$ cat config.mk
export PLATFORM = sky130hd
export DESIGN_NAME = pixel_to_ascii_glyph_stream_top
export DESIGN_NICKNAME = d
export VERILOG_FILES = /design/src/rtl/pxa_pkg.sv /design/src/rtl/pixel_to_ascii_glyph_stream_top.sv /design/src/rtl/pxa_front.sv /design/src/rtl/pxa_fifo.sv /design/src/rtl/pxa_back.sv
export SDC_FILE = /design/constraint.sdc
export NUM_CORES = 1
export LEC_CHECK = 0
export ABC_CLOCK_PERIOD_IN_PS = 21100
export BUFFER_PORTS_ARGS = -buffer_cell sky130_fd_sc_hd__buf_4
export CAP_MARGIN = 25
export CORE_ASPECT_RATIO = 1.25
export CORE_MARGIN = 1
export CORE_UTILIZATION = 50
export DETAILED_ROUTE_END_ITERATION = 10
export HOLD_SLACK_MARGIN = 0.1
export PLACE_DENSITY_LB_ADDON = 0.08
export SLEW_MARGIN = 20
export SYNTH_ARGS = -nofsm -noshare
export SYNTH_HDL_FRONTEND = slang
export SYNTH_SLANG_ARGS = --single-unit
$ cat constraint.sdc
create_clock -name clk_i -period 21.1 [get_ports clk_i]
set_input_delay 4.22 -clock clk_i [delete_from_list [all_inputs] [get_ports clk_i]]
set_output_delay 4.22 -clock clk_i [all_outputs]
set_load 0.02 [all_outputs]
$ cat src/rtl/pxa_pkg.sv
`timescale 1ns / 1ps
// Shared types, constants and helper functions for the pixel to glyph stream.
// No dependencies; every other file in rtl/ imports this package.
package pxa_pkg;

  // Dimension limits and register reset values
  localparam int unsigned DIM_W       = 13;
  localparam int unsigned CNT_W       = 12;
  localparam logic [12:0] MAX_DIM     = 13'd4096;
  localparam logic [12:0] RST_WIDTH   = 13'd640;
  localparam logic [12:0] RST_HEIGHT  = 13'd480;

  // Column step needs up to 4096/120 = 34, row step up to 4096/40 = 102
  localparam int unsigned XSTEP_W     = 6;
  localparam int unsigned YSTEP_W     = 7;

  // Reciprocals: floor(w/120) = (w*4370) >> 19, floor(h/40) = (h*3277) >> 17,
  // both exact for values up to 4096
  localparam logic [12:0] XS_RECIP    = 13'd4370;
  localparam int unsigned XS_SHIFT    = 19;
  localparam logic [12:0] YS_RECIP    = 13'd3277;
  localparam int unsigned YS_SHIFT    = 17;

  // Configuration register indexes
  localparam int unsigned CFG_IDX_W   = 1;
  localparam logic [CFG_IDX_W-1:0] REG_WIDTH  = 1'b0;
  localparam logic [CFG_IDX_W-1:0] REG_HEIGHT = 1'b1;

  // BT.601 luma weights in 16-bit fixed point
  localparam logic [15:0] LUMA_R      = 16'd19595;
  localparam logic [15:0] LUMA_G      = 16'd38470;
  localparam logic [15:0] LUMA_B      = 16'd7471;

  // Ramp and line break
  localparam int unsigned RAMP_LEN    = 70;
  localparam logic [6:0]  RAMP_TOP    = 7'd69;
  localparam logic [6:0]  GLYPH_LF    = 7'd10;
  localparam logic [8*RAMP_LEN-1:0] RAMP_STR =
    "$@B%8&WM#*oahkbdpqwmZO0QLCJUYXzcvunxrjft/\\|()1{}[]?-_+~<>i!lI;:,\"^\140'. ";

  // Queue between front and back
  localparam int unsigned QDEPTH      = 4;
  localparam int unsigned QPTR_W      = 2;
  localparam int unsigned QCNT_W      = 3;

  typedef struct packed {
    logic [7:0] red;
    logic [7:0] green;
    logic [7:0] blue;
  } pxa_pix_t;

  typedef struct packed {
    logic [6:0] glyph;
    logic [7:0] out_red;
    logic [7:0] out_green;
    logic [7:0] out_blue;
    logic       line_break;
    logic       last_of_run;
  } pxa_res_t;

  // One classified pixel waiting for the back end
  typedef struct packed {
    logic [7:0] red;
    logic [7:0] green;
    logic [7:0] blue;
    logic [7:0] luma;
    logic       sampled;
    logic       brk;
  } pxa_job_t;

  // 0 reads as 1, anything above the limit reads as the limit
  function automatic logic [12:0] clamp_dim(input logic [12:0] v);
    logic [12:0] r;
    r = v;
    if (v == 13'd0) r = 13'd1;
    else if (v > MAX_DIM) r = MAX_DIM;
    return r;
  endfunction

  function automatic logic [XSTEP_W-1:0] x_step(input logic [12:0] w);
    logic [25:0] p;
    logic [6:0]  q;
    p = 26'(w) * 26'(XS_RECIP);
    q = p[25:XS_SHIFT];
    return (q == 7'd0) ? XSTEP_W'(1) : q[XSTEP_W-1:0];
  endfunction

  function automatic logic [YSTEP_W-1:0] y_step(input logic [12:0] h);
    logic [25:0] p;
    logic [8:0]  q;
    p = 26'(h) * 26'(YS_RECIP);
    q = p[25:YS_SHIFT];
    return (q == 9'd0) ? YSTEP_W'(1) : q[YSTEP_W-1:0];
  endfunction

endpackage

$ cat src/rtl/pixel_to_ascii_glyph_stream_top.sv
`timescale 1ns / 1ps
// Top level of the pixel to ASCII glyph stream.
// Depends on pxa_pkg, pxa_front, pxa_fifo and pxa_back.
//
// Pixels enter on the in_* valid/ready channel in raster order, one word per
// pixel. Sampled pixels leave as a glyph word with the pixel colour on the
// out_* valid/ready channel; the last pixel of a sampled row also produces a
// line break word (glyph 10, colour 0), which follows the glyph word if both
// occur. last_of_run marks the final word caused by a pixel.
// Image width and height are written through cfg_we_i/cfg_idx_i/cfg_data_i;
// the user must write them only while the block is idle (the block does not
// enforce it); a write restarts the raster at column 0, row 0. An accepted
// pixel's words pass through the queue into the output register. The front
// end takes one pixel per cycle while the queue has room; the back end sends
// one word per cycle while the receiver takes it, a pixel with two words
// holding it for both. A four-entry queue between front and back absorbs
// these bursts. When the receiver stalls the output word holds, the queue
// fills and then in_ready_o drops. Reset sets width 640, height 480, empties
// the queue and output register, and starts at column 0, row 0.
module pixel_to_ascii_glyph_stream_top (
  input  logic                          clk_i,
  input  logic                          rst_ni,
  input  logic                          in_valid_i,
  output logic                          in_ready_o,
  input  pxa_pkg::pxa_pix_t             in_data_i,
  output logic                          out_valid_o,
  input  logic                          out_ready_i,
  output pxa_pkg::pxa_res_t             out_data_o,
  input  logic                          cfg_we_i,
  input  logic [pxa_pkg::CFG_IDX_W-1:0] cfg_idx_i,
  input  logic [pxa_pkg::DIM_W-1:0]     cfg_data_i
);
  import pxa_pkg::*;

  logic     push_valid, push_ready, pop_valid, pop_ready;
  pxa_job_t push_data, pop_data;

  pxa_front u_front (
    .clk_i        (clk_i),
    .rst_ni       (rst_ni),
    .in_valid_i   (in_valid_i),
    .in_ready_o   (in_ready_o),
    .in_data_i    (in_data_i),
    .cfg_we_i     (cfg_we_i),
    .cfg_idx_i    (cfg_idx_i),
    .cfg_data_i   (cfg_data_i),
    .push_valid_o (push_valid),
    .push_ready_i (push_ready),
    .push_data_o  (push_data)
  );

  pxa_fifo u_fifo (
    .clk_i        (clk_i),
    .rst_ni       (rst_ni),
    .push_valid_i (push_valid),
    .push_ready_o (push_ready),
    .push_data_i  (push_data),
    .pop_valid_o  (pop_valid),
    .pop_ready_i  (pop_ready),
    .pop_data_o   (pop_data)
  );

  pxa_back u_back (
    .clk_i       (clk_i),
    .rst_ni      (rst_ni),
    .job_valid_i (pop_valid),
    .job_ready_o (pop_ready),
    .job_i       (pop_data),
    .out_valid_o (out_valid_o),
    .out_ready_i (out_ready_i),
    .out_data_o  (out_data_o)
  );

endmodule

$ cat src/rtl/pxa_front.sv
`timescale 1ns / 1ps
// Front end: configuration registers, raster position counters, sample
// classification and luma. Depends on pxa_pkg.
module pxa_front (
  input  logic                          clk_i,
  input  logic                          rst_ni,
  input  logic                          in_valid_i,
  output logic                          in_ready_o,
  input  pxa_pkg::pxa_pix_t             in_data_i,
  input  logic                          cfg_we_i,
  input  logic [pxa_pkg::CFG_IDX_W-1:0] cfg_idx_i,
  input  logic [pxa_pkg::DIM_W-1:0]     cfg_data_i,
  output logic                          push_valid_o,
  input  logic                          push_ready_i,
  output pxa_pkg::pxa_job_t             push_data_o
);
  import pxa_pkg::*;

  logic [DIM_W-1:0]   w_q, w_d, h_q, h_d;
  logic [XSTEP_W-1:0] xs_q, xs_d, cph_q, cph_d;
  logic [YSTEP_W-1:0] ys_q, ys_d, rph_q, rph_d;
  logic [CNT_W-1:0]   col_q, col_d, row_q, row_d;

  logic               accept;
  logic               row_sampled, sampled, row_end, brk;
  logic [DIM_W-1:0]   col_inc, row_inc;
  logic [23:0]        wsum;

  assign in_ready_o  = push_ready_i;
  assign accept      = in_valid_i && in_ready_o;

  // Classification of the current position
  assign col_inc     = {1'b0, col_q} + DIM_W'(1);
  assign row_inc     = {1'b0, row_q} + DIM_W'(1);
  assign row_sampled = (rph_q == '0);
  assign sampled     = row_sampled && (cph_q == '0);
  assign row_end     = (col_inc >= w_q);
  assign brk         = row_sampled && row_end;

  // Luma, weights sum to 65536 so the top byte is 0..255
  assign wsum = 24'(LUMA_R) * 24'(in_data_i.red)
              + 24'(LUMA_G) * 24'(in_data_i.green)
              + 24'(LUMA_B) * 24'(in_data_i.blue);

  assign push_valid_o        = accept && (sampled || brk);
  assign push_data_o.red     = in_data_i.red;
  assign push_data_o.green   = in_data_i.green;
  assign push_data_o.blue    = in_data_i.blue;
  assign push_data_o.luma    = wsum[23:16];
  assign push_data_o.sampled = sampled;
  assign push_data_o.brk     = brk;

  // Register writes and counter stepping
  always_comb begin
    w_d   = w_q;
    h_d   = h_q;
    xs_d  = xs_q;
    ys_d  = ys_q;
    col_d = col_q;
    row_d = row_q;
    cph_d = cph_q;
    rph_d = rph_q;
    if (cfg_we_i) begin
      case (cfg_idx_i)
        REG_WIDTH: begin
          w_d  = clamp_dim(cfg_data_i);
          xs_d = x_step(clamp_dim(cfg_data_i));
        end
        REG_HEIGHT: begin
          h_d  = clamp_dim(cfg_data_i);
          ys_d = y_step(clamp_dim(cfg_data_i));
        end
        default: ;
      endcase
      col_d = '0;
      row_d = '0;
      cph_d = '0;
      rph_d = '0;
    end else if (accept) begin
      if (row_end) begin
        col_d = '0;
        cph_d = '0;
        if (row_inc >= h_q) begin
          row_d = '0;
          rph_d = '0;
        end else begin
          row_d = row_inc[CNT_W-1:0];
          rph_d = (rph_q == ys_q - YSTEP_W'(1)) ? '0 : rph_q + YSTEP_W'(1);
        end
      end else begin
        col_d = col_inc[CNT_W-1:0];
        cph_d = (cph_q == xs_q - XSTEP_W'(1)) ? '0 : cph_q + XSTEP_W'(1);
      end
    end
  end

  always_ff @(posedge clk_i or negedge rst_ni) begin
    if (!rst_ni) begin
      w_q   <= RST_WIDTH;
      h_q   <= RST_HEIGHT;
      xs_q  <= x_step(RST_WIDTH);
      ys_q  <= y_step(RST_HEIGHT);
      col_q <= '0;
      row_q <= '0;
      cph_q <= '0;
      rph_q <= '0;
    end else begin
      w_q   <= w_d;
      h_q   <= h_d;
      xs_q  <= xs_d;
      ys_q  <= ys_d;
      col_q <= col_d;
      row_q <= row_d;
      cph_q <= cph_d;
      rph_q <= rph_d;
    end
  end

endmodule

$ cat src/rtl/pxa_fifo.sv
`timescale 1ns / 1ps
// Short queue of classified pixels between front and back end.
// Depends on pxa_pkg.
module pxa_fifo (
  input  logic              clk_i,
  input  logic              rst_ni,
  input  logic              push_valid_i,
  output logic              push_ready_o,
  input  pxa_pkg::pxa_job_t push_data_i,
  output logic              pop_valid_o,
  input  logic              pop_ready_i,
  output pxa_pkg::pxa_job_t pop_data_o
);
  import pxa_pkg::*;

  pxa_job_t          mem_q [QDEPTH];
  logic [QPTR_W-1:0] wr_q, wr_d, rd_q, rd_d;
  logic [QCNT_W-1:0] cnt_q, cnt_d;
  logic              do_push, do_pop;

  assign push_ready_o = (cnt_q != QCNT_W'(QDEPTH));
  assign pop_valid_o  = (cnt_q != '0);
  assign pop_data_o   = mem_q[rd_q];
  assign do_push      = push_valid_i && push_ready_o;
  assign do_pop       = pop_valid_o && pop_ready_i;

  // Pointer and fill count
  always_comb begin
    wr_d  = do_push ? wr_q + QPTR_W'(1) : wr_q;
    rd_d  = do_pop ? rd_q + QPTR_W'(1) : rd_q;
    cnt_d = cnt_q;
    if (do_push && !do_pop) cnt_d = cnt_q + QCNT_W'(1);
    else if (!do_push && do_pop) cnt_d = cnt_q - QCNT_W'(1);
  end

  always_ff @(posedge clk_i or negedge rst_ni) begin
    if (!rst_ni) begin
      wr_q  <= '0;
      rd_q  <= '0;
      cnt_q <= '0;
    end else begin
      wr_q  <= wr_d;
      rd_q  <= rd_d;
      cnt_q <= cnt_d;
    end
  end

  // Storage, no reset needed
  always_ff @(posedge clk_i) begin
    if (do_push) mem_q[wr_q] <= push_data_i;
  end

endmodule

$ cat src/rtl/pxa_back.sv
`timescale 1ns / 1ps
// Back end: turns a queued pixel into its glyph word and/or line break word,
// with the output register. Depends on pxa_pkg.
module pxa_back (
  input  logic              clk_i,
  input  logic              rst_ni,
  input  logic              job_valid_i,
  output logic              job_ready_o,
  input  pxa_pkg::pxa_job_t job_i,
  output logic              out_valid_o,
  input  logic              out_ready_i,
  output pxa_pkg::pxa_res_t out_data_o
);
  import pxa_pkg::*;

  logic       out_valid_q, out_valid_d;
  pxa_res_t   out_q, out_d;
  logic       phase_q, phase_d;   // 1: glyph of head job already sent
  logic       emit_glyph, last, issue, can_load;
  logic [14:0] m, idx_sum;
  logic [6:0]  idx;
  logic [7:0]  ch;

  // Ramp index = floor(luma*69/255), divide by 255 as (x + (x>>8) + 1) >> 8
  assign m       = 15'(job_i.luma) * 15'(RAMP_TOP);
  assign idx_sum = m + (m >> 8) + 15'd1;
  assign idx     = idx_sum[14:8];
  assign ch      = RAMP_STR[8*(RAMP_TOP - idx) +: 8];

  assign emit_glyph  = job_i.sampled && !phase_q;
  assign last        = emit_glyph ? !job_i.brk : 1'b1;
  assign can_load    = !out_valid_q || out_ready_i;
  assign issue       = job_valid_i && can_load;
  assign job_ready_o = issue && last;

  // Next output word
  always_comb begin
    out_d       = out_q;
    out_valid_d = out_valid_q && !out_ready_i;
    phase_d     = phase_q;
    if (issue) begin
      out_valid_d = 1'b1;
      phase_d     = !last;
      if (emit_glyph) begin
        out_d.glyph       = ch[6:0];
        out_d.out_red     = job_i.red;
        out_d.out_green   = job_i.green;
        out_d.out_blue    = job_i.blue;
        out_d.line_break  = 1'b0;
        out_d.last_of_run = last;
      end else begin
        out_d.glyph       = GLYPH_LF;
        out_d.out_red     = '0;
        out_d.out_green   = '0;
        out_d.out_blue    = '0;
        out_d.line_break  = 1'b1;
        out_d.last_of_run = 1'b1;
      end
    end
  end

  always_ff @(posedge clk_i or negedge rst_ni) begin
    if (!rst_ni) begin
      out_valid_q <= 1'b0;
      phase_q     <= 1'b0;
    end else begin
      out_valid_q <= out_valid_d;
      phase_q     <= phase_d;
    end
  end

  always_ff @(posedge clk_i) begin
    out_q <= out_d;
  end

  assign out_valid_o = out_valid_q;
  assign out_data_o  = out_q;

endmodule

* After elaboration in Yosys (flattened, before gate mapping)
Memories as Yosys holds them, arrays and structs flattened.
Cells that the tools add are included.
** Storage, ports and cells
- Output and inout bits :: 35
- Bits in writable memories :: 136
- Memories kept :: 1
- Register bits after elaboration :: 118
- Bits of input ports :: 43
** Cells by class
- Multiplexer cells :: 31
- $mul :: 6
- $lt $le $gt $ge :: 3
- Bitwise operators :: 1
- $add $sub $neg :: 15
- Reductions and logical operators :: 33
- Eq/ne operators :: 3
- Shift-type cells :: 1
** Memory list
- u_fifo.mem_q :: depth 4, bits a word 34, rd ports 1, clocked after memory_dff 0, write ports 1, RTL line pxa_fifo.sv:16 : pxa_job_t mem_q [QDEPTH];
** Operators by type and width (number)
- $shiftx A560 B33 Y7 const A :: 1
- $mux W12 :: 7
- $mux W13 :: 6
- $mul A13 B12 Y25 const B :: 2
- $mul A15 B8 Y23 const A :: 2
- $mux W7 :: 6
- $mux W6 :: 5
- $add A12 B1 Y13 const B :: 2
- $ge A13 B13 Y1 :: 2
- $add A23 B24 Y24 :: 1
- $add A24 B21 Y24 :: 1
- $mul A13 B8 Y21 const A :: 1
- $add A15 B1 Y15 const B :: 1
- $add A15 B7 Y15 :: 1
- $mul A8 B7 Y15 const B :: 1
- $logic_not A7 Y1 :: 2
- $gt A13 B13 Y1 const B :: 1
- $logic_not A13 Y1 :: 1
- $logic_and A1 B1 Y1 :: 12
- $logic_not A8 Y1 :: 1
- $sub A7 B7 Y8 const A :: 1
- $add A7 B1 Y7 const B :: 1
- $eq A7 B7 Y1 :: 1
- $logic_not A1 Y1 :: 7
- 17 further kinds :: 27

* Depth between registers and ports, before layout
- Word-level depth :: 10
- Depth in mapped cells :: 33
- Depth with buffers taken out :: 33

* Modules after synthesis
From an unflattened synthesis, not the netlist that was laid out.
** Second synthesis, totals
- Cell total of the unflattened synthesis :: 2283
- Area total of the unflattened synthesis :: 23949.2 µm²
** By module, submodules not included
- pxa_front :: cells an instance 1645, times used 1, area an instance 14858.0 µm²
- pxa_fifo :: cells an instance 213, times used 1, area an instance 5370.2 µm²
- pxa_back :: cells an instance 425, times used 1, area an instance 3721.1 µm²

* Least setup slack after synthesis
Ideal clock, no wire load.
- Kind :: input to register
- Start point :: in in_data_i[13] (netlist name)
- End point :: mem u_fifo.mem_q[0][9] (netlist name) (data pin)
- Setup slack :: 9629 ps
- Stages on the path :: 31
- Library setup time :: 272 ps
- Data required time :: 20828 ps
- Data arrival time :: 11199 ps
- Cell sequence :: ha_1 > inv_1 > fa_1 > fa_1 > inv_1 > ha_1 > and3b_1 > o21a_1 > o21ai_0 > a21oi_1 > o21ai_0 > a21oi_1 > o21a_1 > nor2_1 > fa_1 > fa_1 > inv_1 > fa_1 > fa_1 > inv_1 > ha_1 > o21a_1 > o21ai_0 > nand2b_1 > a31o_2 > a41oi_1 > o21ai_0 > or4_1 > a31oi_1 > xnor2_1 > xnor2_1
** RTL lines
- start: declaration :: RTL line pixel_to_ascii_glyph_stream_top.sv:25 : input pxa_pkg::pxa_pix_t in_data_i,
- end: declaration :: RTL line pxa_fifo.sv:16

==> impl_metrics.sql <==
INSERT INTO impl_metrics (metric_group, metric, value, unit) VALUES
('outcome', 'outcome', 'finished, final reports clean', ''),
('yosys', 'synth_cell_type_count', '94', ''),
('global_route', 'global_route_wire_length_before_repair', '88000', 'um'),
('cts', 'worst_skew_pair.late_latency', '0.59', 'ns'),
('setup_path', 'worstPathRequired', '21.46', 'ns'),
('setup_path', 'crit_path_frequent_cell', 'sky130_fd_sc_hd__fa_1', ''),
('layout', 'layout.cells.most_common', 'sky130_fd_sc_hd__inv_1', ''),
('setup_path', 'worst_flop_to_flop_path_startpoint', 'u_fifo.rd_q[0]', ''),
('cts', 'cts_tree', 'done', ''),
('sta', 'setup_tns', '0', 'ns'),
('cts', 'cts.root.buffer_cell', 'sky130_fd_sc_hd__clkbuf_16', ''),
('cts', 'clockBufferDepth', '3', ''),
('die', 'fp.dieW', '197', 'um'),
('die', 'core.rowCount', '88', ''),
('drt', 'vias', '16036', ''),
('die', 'design.core.area', '0.0465', 'sq mm'),
('yosys', 'seq_area_frac_synth', '30.5', '%'),
('global_route', 'vias_in_the_first_global_route', '17015', ''),
('cts', 'cts-buffers-inserted', '29', ''),
('cts', 'cts_clock_pin_slew_for_the_worst_setup_and_hold_paths', '0.06', 'ns'),
('setup_path', 'timing.setup.critical_path_class', 'input pin to flop', ''),
('drt', 'drc', '0', ''),
('layout', 'antennaDiodeCount', '0', ''),
('yosys', 'synth-edff-count', '169', ''),
('setup_path', 'cp.depth', '32', ''),
('cts', 'cts.hold.buffers_added', '0', ''),
('drt', 'drt-initial-drc-count', '810', ''),
('drt', 'post_route_wl', '53800', 'um'),
('sta', 'setup-violations-final', '0', ''),
('yosys', 'synth_seq_cells', '254', ''),
('drt', 'post_detailed_route_via_to_cell_ratio', '5.48', ''),
('cts', 'h-tree-depth', '1', ''),
('die', 'initial_utilization', '50.9', '%'),
('sta', 'tightestPinTransition', '1.02', 'ns'),
('worst_hold_path', 'worstHoldPathType', 'flop to flop', ''),
('cts', 'postCtsSetupRepairBufs', '0', ''),
('yosys', 'asyncSetResetFlopFracSynth', '33.5', '%'),
('worst_hold_path', 'timing.hold.worst.start', 'u_front.h_q[11]', ''),
('layout', 'drive_above_1_share', '10.1', '%'),
('sta', 'min_period_over_period', '54.5', '%'),
('place', 'portBuffers', '77', ''),
('layout', 'areaGrowthSynthToFinish', '9.73', '%'),
('layout', 'final_nets', '2867', ''),
('setup_path', 'critPathMaxStageDelay', '0.54', 'ns'),
('drt', 'drt-pass1-iter-count', '5', ''),
('setup_path', 'timing.critical_path.slowest_stage_cell', 'sky130_fd_sc_hd__fa_1', ''),
('setup_path', 'cp-start-kind', 'input pin', ''),
('sta', 'finalHoldViolCount', '0', ''),
('sta', 'rsz0062_at_grt', 'false', ''),
('setup_path', 'endpoint_arrival_time_on_the_critical_path', '11.85', 'ns'),
('sta', 'timing.final.max_slew_violations', '0', ''),
('setup_path', 'r2r_cells', '28', ''),
('die', 'fp.dieArea', '0.0482', 'sq mm'),
('yosys', 'netlist_instances', '2199', ''),
('cts', 'clock_sinks', '254', ''),
('setup_path', 'critPathLaunch', 'in_data_i[14]', ''),
('setup_path', 'setup.reg_to_reg.worst_slack', '11.53', 'ns'),
('setup_path', 'critical_path_peak_fanout', '11', ''),
('setup_path', 'critical_path.n_buffers_inverters', '5', ''),
('setup_path', 'critical_path.top_delay_family', 'adder cells', ''),
('place', 'finalWeightedCongestion', '0.883', ''),
('global_route', 'overflow', '0', ''),
('yosys', 'synth.cell_area', '0.0237', 'sq mm'),
('global_route', 'grt_start_max_net_pins', '64', ''),
('sta', 'skew', '0.0415', 'ns'),
('place', 'dp_hpwl', '41600', 'um'),
('layout', 'num-fill-cells', '4143', ''),
('die', 'die_height', '245', 'um'),
('layout', 'layout.cells.most_common_list', 'sky130_fd_sc_hd__inv_1, sky130_fd_sc_hd__ha_1, sky130_fd_sc_hd__fa_1, sky130_fd_sc_hd__edfxtp_1, sky130_fd_sc_hd__nand2_1', ''),
('sta', 'final_period_minus_worst_setup_slack', '11.49', 'ns'),
('drt', 'ant_nets', '0', '');
==> through the flow <==
stage | util, % | instances | worst slack, ns | cell area (sq um)
final | 55.9 | 2925 | 9.61 | 26000
after global routing | 55.9 | 2925 | 8.90 | 26000
after CTS | 55.7 | 2922 | 9.57 | 25900
after detailed placement | 53.7 | 2868 | 8.99 | 24900
after global placement | 53.7 | 2868 | 9.02 | 24900
after floorplan | - | 2200 | 9.63 | 23700
==> sequential cells by signal, summed over array words and instances, names as in the netlist, 2 cells and up <==
name	count
u_front.rph_q	7
u_fifo.wr_q	2
u_front.h_q	13
u_fifo.rd_q	2
u_fifo.mem_q	136
u_fifo.cnt_q	3
u_front.ys_q	7
u_front.w_q	13
u_front.cph_q	6
u_front.row_q	12
u_back.out_data_o	33
u_front.xs_q	6
u_front.col_q	12
==> per-layer routing <==
metal / part of all wire (%) / GRT usage (%) / vias up
li1: - / - / 7756
met4: 3.0 / 7.31 / 0
met3: 2.8 / 2.12 / 84
met1: 43 / 29.4 / 7952
met2: 51 / 41.3 / 244
met5: 0 / 0 / -
==> worst min path at each step <==
stage                                  to  depth (start not counted)
after floorplan           u_front.h_q[10]                          2
after global placement    u_front.h_q[11]                          2
after detailed placement  u_front.h_q[10]                          2
after CTS                 u_front.h_q[11]                          2
after global routing       u_front.w_q[5]                          2
final                     u_front.h_q[11]                          2
==> cells in the mapped netlist (5+ instances only) <==
library cell	n	area [sq um]
sky130_fd_sc_hd__nand2b_1	23	144
sky130_fd_sc_hd__nand4_1	12	75.1
sky130_fd_sc_hd__mux4_2	35	788
sky130_fd_sc_hd__o21bai_1	8	60.1
sky130_fd_sc_hd__nand2_1	113	424
sky130_fd_sc_hd__xnor2_1	58	508
sky130_fd_sc_hd__or3_1	6	37.5
sky130_fd_sc_hd__nand3b_1	6	45.0
sky130_fd_sc_hd__fa_1	171	3420
sky130_fd_sc_hd__or2_2	8	50.1
sky130_fd_sc_hd__dfstp_2	10	263
sky130_fd_sc_hd__nor2_1	75	282
sky130_fd_sc_hd__nand3_1	50	250
sky130_fd_sc_hd__ha_1	381	4770
sky130_fd_sc_hd__nor4_1	13	81.3
sky130_fd_sc_hd__a21oi_1	64	320
sky130_fd_sc_hd__o21ai_0	88	440
sky130_fd_sc_hd__and3_1	38	238
sky130_fd_sc_hd__xor2_1	30	263
sky130_fd_sc_hd__mux2_2	7	78.8
sky130_fd_sc_hd__a22o_1	15	131
sky130_fd_sc_hd__and2_1	14	87.6
sky130_fd_sc_hd__nor2b_1	23	144
sky130_fd_sc_hd__a31oi_1	12	75.1
sky130_fd_sc_hd__edfxtp_1	169	5070
sky130_fd_sc_hd__o21a_1	22	165
sky130_fd_sc_hd__o31ai_1	10	75.1
sky130_fd_sc_hd__nor3b_1	5	37.5
sky130_fd_sc_hd__a211o_1	8	70.1
sky130_fd_sc_hd__dfrtp_1	75	1880
sky130_fd_sc_hd__a21boi_0	5	37.5
sky130_fd_sc_hd__a21o_1	32	240
sky130_fd_sc_hd__buf_1	7	26.3
sky130_fd_sc_hd__inv_1	400	1500
sky130_fd_sc_hd__clkbuf_1	38	143
sky130_fd_sc_hd__nor3_1	45	225
sky130_fd_sc_hd__a211oi_1	8	60.1
sky130_fd_sc_hd__o211ai_1	13	97.6
sky130_fd_sc_hd__or4_1	5	37.5
==> worst min-delay path, delay by kind of cell (launching register included) <==
| family | cells | cell delay (ns) |
|---|---|---|
| flops | 1 | 0.34 |
| compound gates | 1 | 0.06 |
| simple gates | 1 | 0.05 |
==> kinds of logic after synthesis <==
group,after synthesis,synth area share (%)
adder cells (fa/ha/maj),553,34.7
XOR/XNOR,93,3.71
buffers and inverters,453,7.23
other,1,0.0159
multiplexers,45,3.81
AND/OR/NAND/NOR,450,9.71
flip-flops,254,30.5
AO/OA/AOI/OAI,350,10.4
==> area by class of cell <==
cell class                      instances  area (sq um)  area share [%]
Clock buffer                           33           751            2.89
Clock inverter                         21           214           0.824
Inverter                              402          1510            5.81
Multi-Input combinational cell       1493         14800            56.8
Sequential cell                       254          7220            27.8
Tap cell                              630           788            3.04
Timing Repair Buffer                   92           728            2.81
Power is left out: the tool's default activity adds up to more than one toggle a clock period on the data nets, which glitch-free logic cannot reach.
